`config.mk`:
```
export PLATFORM = sky130hd
export DESIGN_NAME = baudot_rtty_symbol_encoder_top
export DESIGN_NICKNAME = d
export VERILOG_FILES = /design/src/hw/rtl/brse_pkg.sv /design/src/hw/rtl/brse_seq.sv /design/src/hw/rtl/brse_out.sv /design/src/hw/rtl/baudot_rtty_symbol_encoder_top.sv
export SDC_FILE = /design/constraint.sdc
export NUM_CORES = 1
export LEC_CHECK = 0
export BUFFER_PORTS_ARGS = -buffer_cell sky130_fd_sc_hd__buf_2
export CAP_MARGIN = 30
export CORE_AREA = 2 2 68 134
export DETAILED_ROUTE_END_ITERATION = 16
export DIE_AREA = 0 0 70 136
export GPL_TIMING_DRIVEN = 0
export PLACE_DENSITY = 0.75
export SYNTH_ARGS = -nofsm -noshare
export SYNTH_HDL_FRONTEND = slang
export SYNTH_HIERARCHICAL = 1
export SYNTH_SLANG_ARGS = --single-unit
```
`constraint.sdc`:
```
create_clock -name aclk -period 2.2 [get_ports aclk]
set_input_delay 0.66 -clock aclk [delete_from_list [all_inputs] [get_ports aclk]]
set_output_delay 0.66 -clock aclk [all_outputs]
set_load 0.03 [all_outputs]
```
`src/hw/rtl/brse_pkg.sv`:
```
// Shared types, constants and the ASCII to ITA2 lookup table for the Baudot RTTY encoder.
// Has no dependencies; every other file in this block imports it.
package brse_pkg;

    localparam int HOLD_W   = 20;
    localparam int CODE_W   = 5;
    localparam int CHAR_W   = 7;
    localparam int POS_W    = 3;
    localparam int S_DATA_W = 8;
    localparam int M_DATA_W = 24;

    localparam logic REG_BIT_PERIOD = 1'b0;
    localparam logic REG_SHIFT_GAP  = 1'b1;

    localparam logic FUNC_ASCII = 1'b0;
    localparam logic FUNC_RAW   = 1'b1;

    localparam logic LEVEL_SPACE = 1'b0;
    localparam logic LEVEL_MARK  = 1'b1;

    localparam logic [CODE_W-1:0] CODE_LTRS = 5'h1F;
    localparam logic [CODE_W-1:0] CODE_FIGS = 5'h1B;

    localparam logic [POS_W-1:0] POS_START = 3'd0;
    localparam logic [POS_W-1:0] POS_STOP  = 3'd6;

    localparam logic [HOLD_W-1:0] BIT_PERIOD_RESET = 20'd22000;
    localparam logic [HOLD_W-1:0] SHIFT_GAP_RESET  = 20'd0;

    typedef struct packed {
        logic              level;
        logic [HOLD_W-1:0] hold_us;
        logic              last;
    } sym_t;

    // Bits 4..0 are the Baudot code, bit 5 is the figures flag.
    localparam logic [5:0] ITA2_ROM [0:127] = '{
        6'h00, 6'h00, 6'h00, 6'h00, 6'h34, 6'h00, 6'h00, 6'h2B, 6'h00, 6'h04,
        6'h02, 6'h00, 6'h02, 6'h08, 6'h00, 6'h00, 6'h00, 6'h00, 6'h00, 6'h00,
        6'h00, 6'h00, 6'h00, 6'h00, 6'h00, 6'h00, 6'h00, 6'h00, 6'h00, 6'h00,
        6'h00, 6'h00, 6'h04, 6'h2D, 6'h25, 6'h00, 6'h29, 6'h00, 6'h3A, 6'h25,
        6'h2F, 6'h32, 6'h00, 6'h00, 6'h2C, 6'h23, 6'h3C, 6'h3D, 6'h36, 6'h37,
        6'h33, 6'h21, 6'h2A, 6'h30, 6'h35, 6'h27, 6'h26, 6'h38, 6'h2E, 6'h3E,
        6'h00, 6'h00, 6'h00, 6'h39, 6'h00, 6'h03, 6'h19, 6'h0E, 6'h09, 6'h01,
        6'h0D, 6'h1A, 6'h14, 6'h06, 6'h0B, 6'h0F, 6'h12, 6'h1C, 6'h0C, 6'h18,
        6'h16, 6'h17, 6'h0A, 6'h05, 6'h10, 6'h07, 6'h1E, 6'h13, 6'h1D, 6'h15,
        6'h11, 6'h00, 6'h00, 6'h00, 6'h00, 6'h00, 6'h00, 6'h03, 6'h19, 6'h0E,
        6'h09, 6'h01, 6'h0D, 6'h1A, 6'h14, 6'h06, 6'h0B, 6'h0F, 6'h12, 6'h1C,
        6'h0C, 6'h18, 6'h16, 6'h17, 6'h0A, 6'h05, 6'h10, 6'h07, 6'h1E, 6'h13,
        6'h1D, 6'h15, 6'h11, 6'h00, 6'h00, 6'h00, 6'h00, 6'h1F
    };

endpackage

```
`src/hw/rtl/brse_seq.sv`:
```
// Request register and symbol sequencer: looks up the character, decides on a shift frame
// and steps through the symbols of one or two frames. Depends on brse_pkg.
module brse_seq
    import brse_pkg::*;
(
    input  logic              aclk,
    input  logic              aresetn,
    input  logic              in_valid,
    output logic              in_ready,
    input  logic              in_func,
    input  logic [CHAR_W-1:0] in_char,
    input  logic              in_force,
    input  logic              adv,
    input  logic [HOLD_W-1:0] bit_period,
    input  logic [HOLD_W-1:0] shift_gap,
    output logic              sym_valid,
    output sym_t              sym
);

    logic              busy_reg, busy_next;
    logic              shift_reg, shift_next;
    logic              has_shift_reg, has_shift_next;
    logic              figs_reg, figs_next;
    logic              second_reg, second_next;
    logic [POS_W-1:0]  pos_reg, pos_next;
    logic [CODE_W-1:0] code_reg, code_next;

    logic [5:0]        entry;
    logic              accept;
    logic              step;
    logic              final_sym;
    logic              shift_frame;
    logic [CODE_W-1:0] frame_code;
    logic [POS_W-1:0]  bit_idx;

    assign entry       = ITA2_ROM[in_char];
    assign shift_frame = has_shift_reg && !second_reg;
    assign final_sym   = (pos_reg == POS_STOP) && !shift_frame;
    assign step        = busy_reg && adv;
    assign in_ready    = !busy_reg || (adv && final_sym);
    assign accept      = in_valid && in_ready;
    assign sym_valid   = busy_reg;
    assign frame_code  = shift_frame ? (figs_reg ? CODE_FIGS : CODE_LTRS) : code_reg;
    assign bit_idx     = pos_reg - 3'd1;

    always_comb begin
        sym.level   = LEVEL_SPACE;
        sym.hold_us = bit_period;
        sym.last    = 1'b0;
        case (pos_reg)
            POS_START: begin
                sym.level = LEVEL_SPACE;
            end
            POS_STOP: begin
                sym.level   = LEVEL_MARK;
                sym.hold_us = shift_frame ? shift_gap : '0;
                sym.last    = !shift_frame;
            end
            default: begin
                sym.level = frame_code[bit_idx];
            end
        endcase
    end

    always_comb begin
        busy_next      = busy_reg;
        shift_next     = shift_reg;
        has_shift_next = has_shift_reg;
        figs_next      = figs_reg;
        second_next    = second_reg;
        pos_next       = pos_reg;
        code_next      = code_reg;
        if (accept) begin
            busy_next   = 1'b1;
            pos_next    = POS_START;
            second_next = 1'b0;
            figs_next   = entry[5];
            if (in_func == FUNC_RAW) begin
                has_shift_next = 1'b0;
                code_next      = in_char[CODE_W-1:0];
            end else begin
                has_shift_next = (entry[5] != shift_reg) || in_force;
                code_next      = entry[CODE_W-1:0];
                shift_next     = entry[5];
            end
        end else if (step) begin
            if (final_sym) begin
                busy_next = 1'b0;
            end else if (pos_reg == POS_STOP) begin
                pos_next    = POS_START;
                second_next = 1'b1;
            end else begin
                pos_next = pos_reg + 3'd1;
            end
        end
    end

    always_ff @(posedge aclk) begin
        if (!aresetn) begin
            busy_reg      <= 1'b0;
            shift_reg     <= 1'b0;
            has_shift_reg <= 1'b0;
            second_reg    <= 1'b0;
            pos_reg       <= POS_START;
        end else begin
            busy_reg      <= busy_next;
            shift_reg     <= shift_next;
            has_shift_reg <= has_shift_next;
            second_reg    <= second_next;
            pos_reg       <= pos_next;
        end
    end

    always_ff @(posedge aclk) begin
        figs_reg <= figs_next;
        code_reg <= code_next;
    end

    a_idle_after_final: assert property (@(posedge aclk) disable iff (!aresetn)
        (step && final_sym && !in_valid) |=> !busy_reg)
        else $error("sequencer stayed busy after the final symbol");

    a_second_needs_shift: assert property (@(posedge aclk) disable iff (!aresetn)
        (busy_reg && second_reg) |-> has_shift_reg)
        else $error("second frame without a shift frame");

    a_shift_only_on_accept: assert property (@(posedge aclk) disable iff (!aresetn)
        !accept |=> $stable(shift_reg))
        else $error("shift state changed without a new request");

    a_no_accept_mid_item: assert property (@(posedge aclk) disable iff (!aresetn)
        (busy_reg && !final_sym) |-> !in_ready)
        else $error("request taken while symbols remain");

endmodule

```
`src/hw/rtl/brse_out.sv`:
```
// Output register for the symbol stream; the sequencer steps only while this register is
// empty or its symbol is being taken. Depends on brse_pkg.
module brse_out
    import brse_pkg::*;
(
    input  logic                aclk,
    input  logic                aresetn,
    input  logic                sym_valid,
    input  sym_t                sym,
    output logic                adv,
    output logic                m_tvalid,
    input  logic                m_tready,
    output logic [M_DATA_W-1:0] m_tdata,
    output logic                m_tlast
);

    logic valid_reg;
    sym_t sym_reg;

    assign adv      = !valid_reg || m_tready;
    assign m_tvalid = valid_reg;
    assign m_tdata  = {{(M_DATA_W - HOLD_W - 1){1'b0}}, sym_reg.hold_us, sym_reg.level};
    assign m_tlast  = sym_reg.last;

    always_ff @(posedge aclk) begin
        if (!aresetn) begin
            valid_reg <= 1'b0;
        end else if (adv) begin
            valid_reg <= sym_valid;
        end
    end

    always_ff @(posedge aclk) begin
        if (adv) begin
            sym_reg <= sym;
        end
    end

endmodule

```
`src/hw/rtl/baudot_rtty_symbol_encoder_top.sv`:
```
// Baudot RTTY symbol encoder, top level. A request's first symbol passes the sequencer
// registers and then the output register to m_. One symbol per cycle while the output
// register is empty or taken, set by the symbol counter: 7 symbols per request, or 14
// when a shift frame goes first. The next request is taken in the cycle the final symbol
// leaves the sequencer. Reset clears the shift to letters, the bit period to 22000 us and the shift gap to 0.
module baudot_rtty_symbol_encoder_top
    import brse_pkg::*;
(
    input  logic                aclk,
    input  logic                aresetn,
    input  logic                s_tvalid,
    output logic                s_tready,
    input  logic [S_DATA_W-1:0] s_tdata,   // char_code[6:0], force_shift[7]
    input  logic                s_tuser,   // func[0]
    output logic                m_tvalid,
    input  logic                m_tready,
    output logic [M_DATA_W-1:0] m_tdata,   // level[0], hold_us[20:1], zero[23:21]
    output logic                m_tlast,
    input  logic                cfg_we,
    input  logic                cfg_addr,
    input  logic [HOLD_W-1:0]   cfg_data
);

    logic [HOLD_W-1:0] bit_period_reg;
    logic [HOLD_W-1:0] shift_gap_reg;
    logic              adv;
    logic              sym_valid;
    sym_t              sym;

    always_ff @(posedge aclk) begin
        if (!aresetn) begin
            bit_period_reg <= BIT_PERIOD_RESET;
            shift_gap_reg  <= SHIFT_GAP_RESET;
        end else if (cfg_we) begin
            case (cfg_addr)
                REG_BIT_PERIOD: bit_period_reg <= cfg_data;
                REG_SHIFT_GAP:  shift_gap_reg  <= cfg_data;
                default: begin
                end
            endcase
        end
    end

    brse_seq u_seq (
        .aclk       (aclk),
        .aresetn    (aresetn),
        .in_valid   (s_tvalid),
        .in_ready   (s_tready),
        .in_func    (s_tuser),
        .in_char    (s_tdata[CHAR_W-1:0]),
        .in_force   (s_tdata[CHAR_W]),
        .adv        (adv),
        .bit_period (bit_period_reg),
        .shift_gap  (shift_gap_reg),
        .sym_valid  (sym_valid),
        .sym        (sym)
    );

    brse_out u_out (
        .aclk      (aclk),
        .aresetn   (aresetn),
        .sym_valid (sym_valid),
        .sym       (sym),
        .adv       (adv),
        .m_tvalid  (m_tvalid),
        .m_tready  (m_tready),
        .m_tdata   (m_tdata),
        .m_tlast   (m_tlast)
    );

endmodule

```
Word-level counts from Yosys, hierarchy flattened
Memories as Yosys holds them, arrays and structs flattened.
Cells that the tools add are included.
{"block": "totals", "regBits": 76, "word_cells": 62, "rom_bits": 768, "mem_count": 1, "output_inout_bits": 27, "inputBits": 35}
{"memory": "(name not given)", "words": 128, "width": 6, "read_ports": 1, "rd_ports_with_merged_regs": 0, "wr": 0, "line": "brse_seq.sv:36", "text": "assign entry = ITA2_ROM[in_char];"}
{"block": "op_classes", "add_sub_neg": 2, "order_cmp": 2, "n_eq_ne": 2, "bitwise_logic": 5, "mux": 15, "n_reduce_logical": 22}
{"cell": "$mux 21", "count": 1}
{"cell": "$mux 20", "count": 1}
{"cell": "$mux 6", "count": 2}
{"cell": "$mux 5", "count": 2}
{"cell": "$reduce_and 2->1", "count": 5}
{"cell": "$ge 8x8->1 const B", "count": 1}
{"cell": "$not 7->8", "count": 1}
{"cell": "$mux 3", "count": 2}
{"cell": "$logic_and 1x1->1", "count": 5}
{"cell": "$mux 1", "count": 5}
{"cell": "$logic_not 1->1", "count": 4}
{"cell": "$lt 3x4->1 const B", "count": 1}
{"cell": "$not 1->1", "count": 4}
{"cell": "$reduce_bool 2->1", "count": 2}
{"cell": "$add 3x1->3 const B", "count": 1}
{"cell": "$bmux 1 s3", "count": 1}
{"cell": "$eq 3x3->1 const B", "count": 1}
{"cell": "$logic_not 3->1", "count": 1}
{"cell": "$logic_or 1x1->1", "count": 3}
{"cell": "$reduce_and 3->1", "count": 1}
{"cell": "$sub 3x1->3 const B", "count": 1}
{"cell": "$pmux 1 s2", "count": 1}
{"cell": "$reduce_or 2->1", "count": 1}
{"cell": "$ne 1x1->1", "count": 1}

Logic depth before layout (Yosys ltp)
{"block": "logic_depth", "ltp_word": 9, "mapped_depth": 8, "ltp_nobuf": 7}

Hierarchy
The synthesis kept the hierarchy.
{"module": "brse_seq", "seq_area_each_um2": 320.3, "instances": 1, "area_per_inst_um2": 1888.1, "cells_each": 241}
{"module": "baudot_rtty_symbol_encoder_top", "seq_area_each_um2": 800.8, "instances": 1, "area_per_inst_um2": 1560.2, "cells_each": 164}
{"module": "brse_out", "seq_area_each_um2": 680.7, "instances": 1, "area_per_inst_um2": 735.7, "cells_each": 30}

Worst setup path after synthesis
Ideal clock, no wire load.
{"block": "synth_timing", "path_kind": "in2reg", "startpoint": "input m_tready", "endpoint": "register u_seq.code_reg[0], enable pin", "stages": 5, "required_ns": 1.885, "setup_slack_ns": -0.130, "setup_ns": 0.315, "path_buffers": 0, "arrival_ns": 2.015, "cell_sequence": "nand2b_4 inv_1 o31ai_2 nand2_1 inv_1"}
{"block": "synth_via", "elab_chain_cells": 4}
{"item": "start: declaration", "line": "baudot_rtty_symbol_encoder_top.sv:16", "text": "input logic m_tready,"}
{"item": "$logic_or 1x1->1", "line": "brse_out.sv:20", "text": "assign adv = !valid_reg || m_tready;"}
{"item": "$logic_and 1x1->1", "line": "brse_seq.sv:40", "text": "assign in_ready = !busy_reg || (adv && final_sym);"}
{"item": "$logic_or 1x1->1", "line": "brse_seq.sv:40"}
{"item": "named net s_tready", "line": "baudot_rtty_symbol_encoder_top.sv:12", "text": "output logic s_tready,"}
{"item": "$logic_and 1x1->1", "line": "brse_seq.sv:41", "text": "assign accept = in_valid && in_ready;"}
{"item": "named net u_seq.accept", "line": "brse_seq.sv:29", "text": "logic accept;"}
{"item": "end signal: assignment", "line": "brse_seq.sv:116", "text": "code_reg <= code_next;"}
{"item": "end: declaration", "line": "brse_seq.sv:26", "text": "logic [CODE_W-1:0] code_reg, code_next;"}
The timed path passes the listed nets, and every way through them passes these cells.
A chain may end at the register's enable or synchronous reset.

Worst setup path after layout
{"block": "layout_timing", "startpoint": "input s_tdata[0]", "endpoint": "register u_seq.code_reg[4], data pin"}
{"block": "layout_via", "elab_chain_cells": 5}
{"item": "start: declaration", "line": "baudot_rtty_symbol_encoder_top.sv:13", "text": "input logic [S_DATA_W-1:0] s_tdata,"}
{"item": "$not 7->8 (implied by the code)", "line": "brse_seq.sv:36"}
{"item": "$mem_v2 128x6"}
{"item": "$mux 6 (implied by the code) (2 in series)", "line": "brse_seq.sv:36"}
{"item": "$mux 5", "line": "brse_seq.sv:78", "text": "if (in_func == FUNC_RAW) begin"}
No other way between the ends. The select of a mux whose other input is x is not followed.

==> results_dict.tcl <==
set metrics [dict create \
    route.met2.wl_um 6570 \
    whs_ns 0.456 \
    die_area_um2 9520 \
    critPathSlowestCell "mux4_2" \
    cts.clk_slew.worst_paths_ns 0.06 \
    die_h_um 136 \
    antenna_found_initial 0 \
    dpl_worst_slack_ns -0.505 \
    core_um2 8530 \
    post-route-period-util_pct 98.6 \
    slew_headroom_pct 58.4 \
    min_delay_path_depth 2 \
    synthCells 435 \
    die_x_um 70 \
    cp_cell_sequence "clkbuf_4 > clkinvlp_4 > ha_4 > nand2b_4 > a21boi_1 > mux4_2 > o211ai_2 > o311a_1" \
    critPathKind "in2reg" \
    drive_gt1_share_pct 24.8 \
    hold_violations 0 \
    drt_iter0_drc 225 \
    fmax_mhz 461 \
    grt_max_degree 15 \
    grt_pass1_wl_um 18000 \
    ff2ff_path_depth 7 \
    netlist_area_um2 4180 \
    yosysTopAreaCell "dfxtp_1" \
    multiInputGateArea_um2 2120 \
    port_buffers 54 \
    via_per_inst 5.99 \
    cts_buffers 9 \
    synth_edf_count 28 \
    ir_worst_vdd_uv 363 \
    async_reset_ff_share_pct 0 \
    post_drt_wl_per_cell_um 18.7 \
    powerDensity_nw_per_um2 706 \
    synth-seq-cells 76 \
    grt_overflow_total 0 \
    grt_pass1_vias 3742 \
    clk_latency_ns 0.33 \
    finalWirelength_um 11500 \
    postPlaceCellArea_um2 4600 \
    largest_reg_flops 21 \
    cp_data_required_time_ns 2.41 \
    finalCriticalPeriod_ns 2.17 \
    nFillCells 740 \
    postCtsHoldBufs 0 \
    vias 3669 \
    avgSynthCellArea_um2 9.62 \
    dp_hpwl_um 8410 \
    drc 0 \
    io_pins 62 \
    max_stage_delay_ns 0.49 \
    path_max_fanout 8 \
    layout_commonest_cell "buf_2" \
    cp-end-kind "register" \
    fin_nets 556 \
    fin_skew_ns 0.00315 \
    rows 48 \
    holdCritPathClass "reg2reg" \
    dr_wl_met3_um 527 \
    root_buffer "clkbuf_16" \
    rsz0062_at_grt "false" \
    ys_warn_count 6 \
    cts_tree "done" \
    syn_to_final_growth_pct 19.0 \
    worst_slew_pin_slew_ns 0.624 \
    synth_cell_types 68 \
    setup_ws_ns 0.0306 \
    clockBufferDepth 2 \
    ys_seq_area_share_pct 43.1 \
    synth_top_area_share_pct 23.0 \
    met1_length_um 3790 \
    num_antenna_cells 0 \
    regArea_um2 1810 \
    finalSetupViolCount 0 \
    cts_max_level 3 \
    final-max-slew-violation-count 0 \
    worstPathArrival_ns 2.37 \
    initial_utilization_pct 49.1 \
    drv_cap 0 \
    startpoint_type "primary input" \
    ant_nets 0 \
    dr.pass1.iters 5 \
    clock-sinks 76 \
    synth_area_leaders "dfxtp_1 (23%), edfxtp_1 (20%), mux2i_1 (6.9%)" \
    layout_common_cells "buf_2 (64), nand2_1 (62), dfxtp_1 (47), mux2i_1 (29), edfxtp_1 (28)" \
    ys.flop_type "dfxtp_1" \
    dr.max_layer_used "met4" \
    finalInstanceArea_um2 4980 \
    status "finished, final reports clean" \
    place.gp.congestion 1.10 \
    p_leak_nw 2.11 \
    grt_usage_pct 24.3 \
]
[layer usage]
metal  GRT usage (%)  vias up
met5               0        -
met4            17.5        0
met3            3.26       43
met2            47.2      162
met1            22.2     1753
li1                -     1711
[cells in the mapped netlist, types with 8 or more instances]
master    instances
a21oi_1          13
a22o_1           20
buf_2            14
clkbuf_1          8
dfxtp_1          48
edfxtp_1         28
ha_1             13
inv_1            24
mux2i_1          29
nand2_1          62
nand3_1           8
nand3b_1          8
nand4_1           9
nor2_1           23
nor2b_1           8
o211ai_1         14
o21ai_0          13
[metrics by stage]
step	util, %	setup TNS (ns)	cells	total power [W]
2_1_floorplan	-	0	437	0.00201
3_3_place_gp	53.9	-2.89	591	0.00217
3_5_place_dp	53.9	-3.08	591	0.00218
4_1_cts	57.7	-0.00688	609	0.00351
5_1_grt	58.4	0	613	0.00363
6_report	58.4	0	613	0.00351
[kinds of logic after synthesis]
| kind of cell | count (synthesis) | share of synthesized area (%) |
|---|---|---|
| buffers and inverters | 61 | 7.72 |
| flip-flops | 76 | 43.1 |
| AO/OA/AOI/OAI | 107 | 19.1 |
| adder cells (fa/ha/maj) | 13 | 3.89 |
| other | 1 | 0.0896 |
| AND/OR/NAND/NOR | 144 | 17.3 |
| multiplexers | 33 | 8.82 |
[report_power, final]
| group | switching [W] | internal [W] | leakage (nW) | total, W |
|---|---|---|---|---|
| Sequential | 0.0000395 | 0.00155 | 0.685 | 0.00159 |
| Combinational | 0.000369 | 0.000233 | 1.28 | 0.000603 |
| Clock | 0.000541 | 0.000780 | 0.142 | 0.00132 |
| Total | 0.000949 | 0.00256 | 2.11 | 0.00351 |
[timing repair]
action	in CTS	in global routing
resized for setup	13	6
setup buffers	1	4
cloned	1	0
setup endpoints to repair	4	5
pin swaps	1	1
[worst max-delay path: cells and delay by family]
kind                       cells  cell delay [ns]
AOI/OAI and AO/OA              3             0.47
muxes                          1             0.49
buffers and inverters          2             0.34
adders and majority gates      1             0.35
and+or+nand+nor                1             0.06
[worst paths after layout]
kind                            slack (ns)                      startpoint                        endpoint
worst max-delay path                  0.03                      s_tdata[0]     u_seq/code_reg[4]$_DFFE_PP_
worst min-delay path                  0.46  shift_gap_reg[18]$_SDFFE_PN0P_  shift_gap_reg[18]$_SDFFE_PN0P_
worst max register to register        0.22   u_seq/pos_reg[1]$_SDFFE_PP0N_      u_out/m_tdata[0]$_DFFE_PP_
worst min register to register        0.46  shift_gap_reg[18]$_SDFFE_PN0P_  shift_gap_reg[18]$_SDFFE_PN0P_
[area by class of cell]
cell class                      count  area share [%]
Clock inverter                      6           0.603
Sequential cell                    76            36.3
Buffer                             36            4.73
Clock buffer                       10            4.80
Multi-Input combinational cell    301            42.6
Timing Repair Buffer               59            6.41
Tap cell                          100            2.51
Inverter                           25            2.06
No activity file was read; power rests on OpenSTA's default activity.
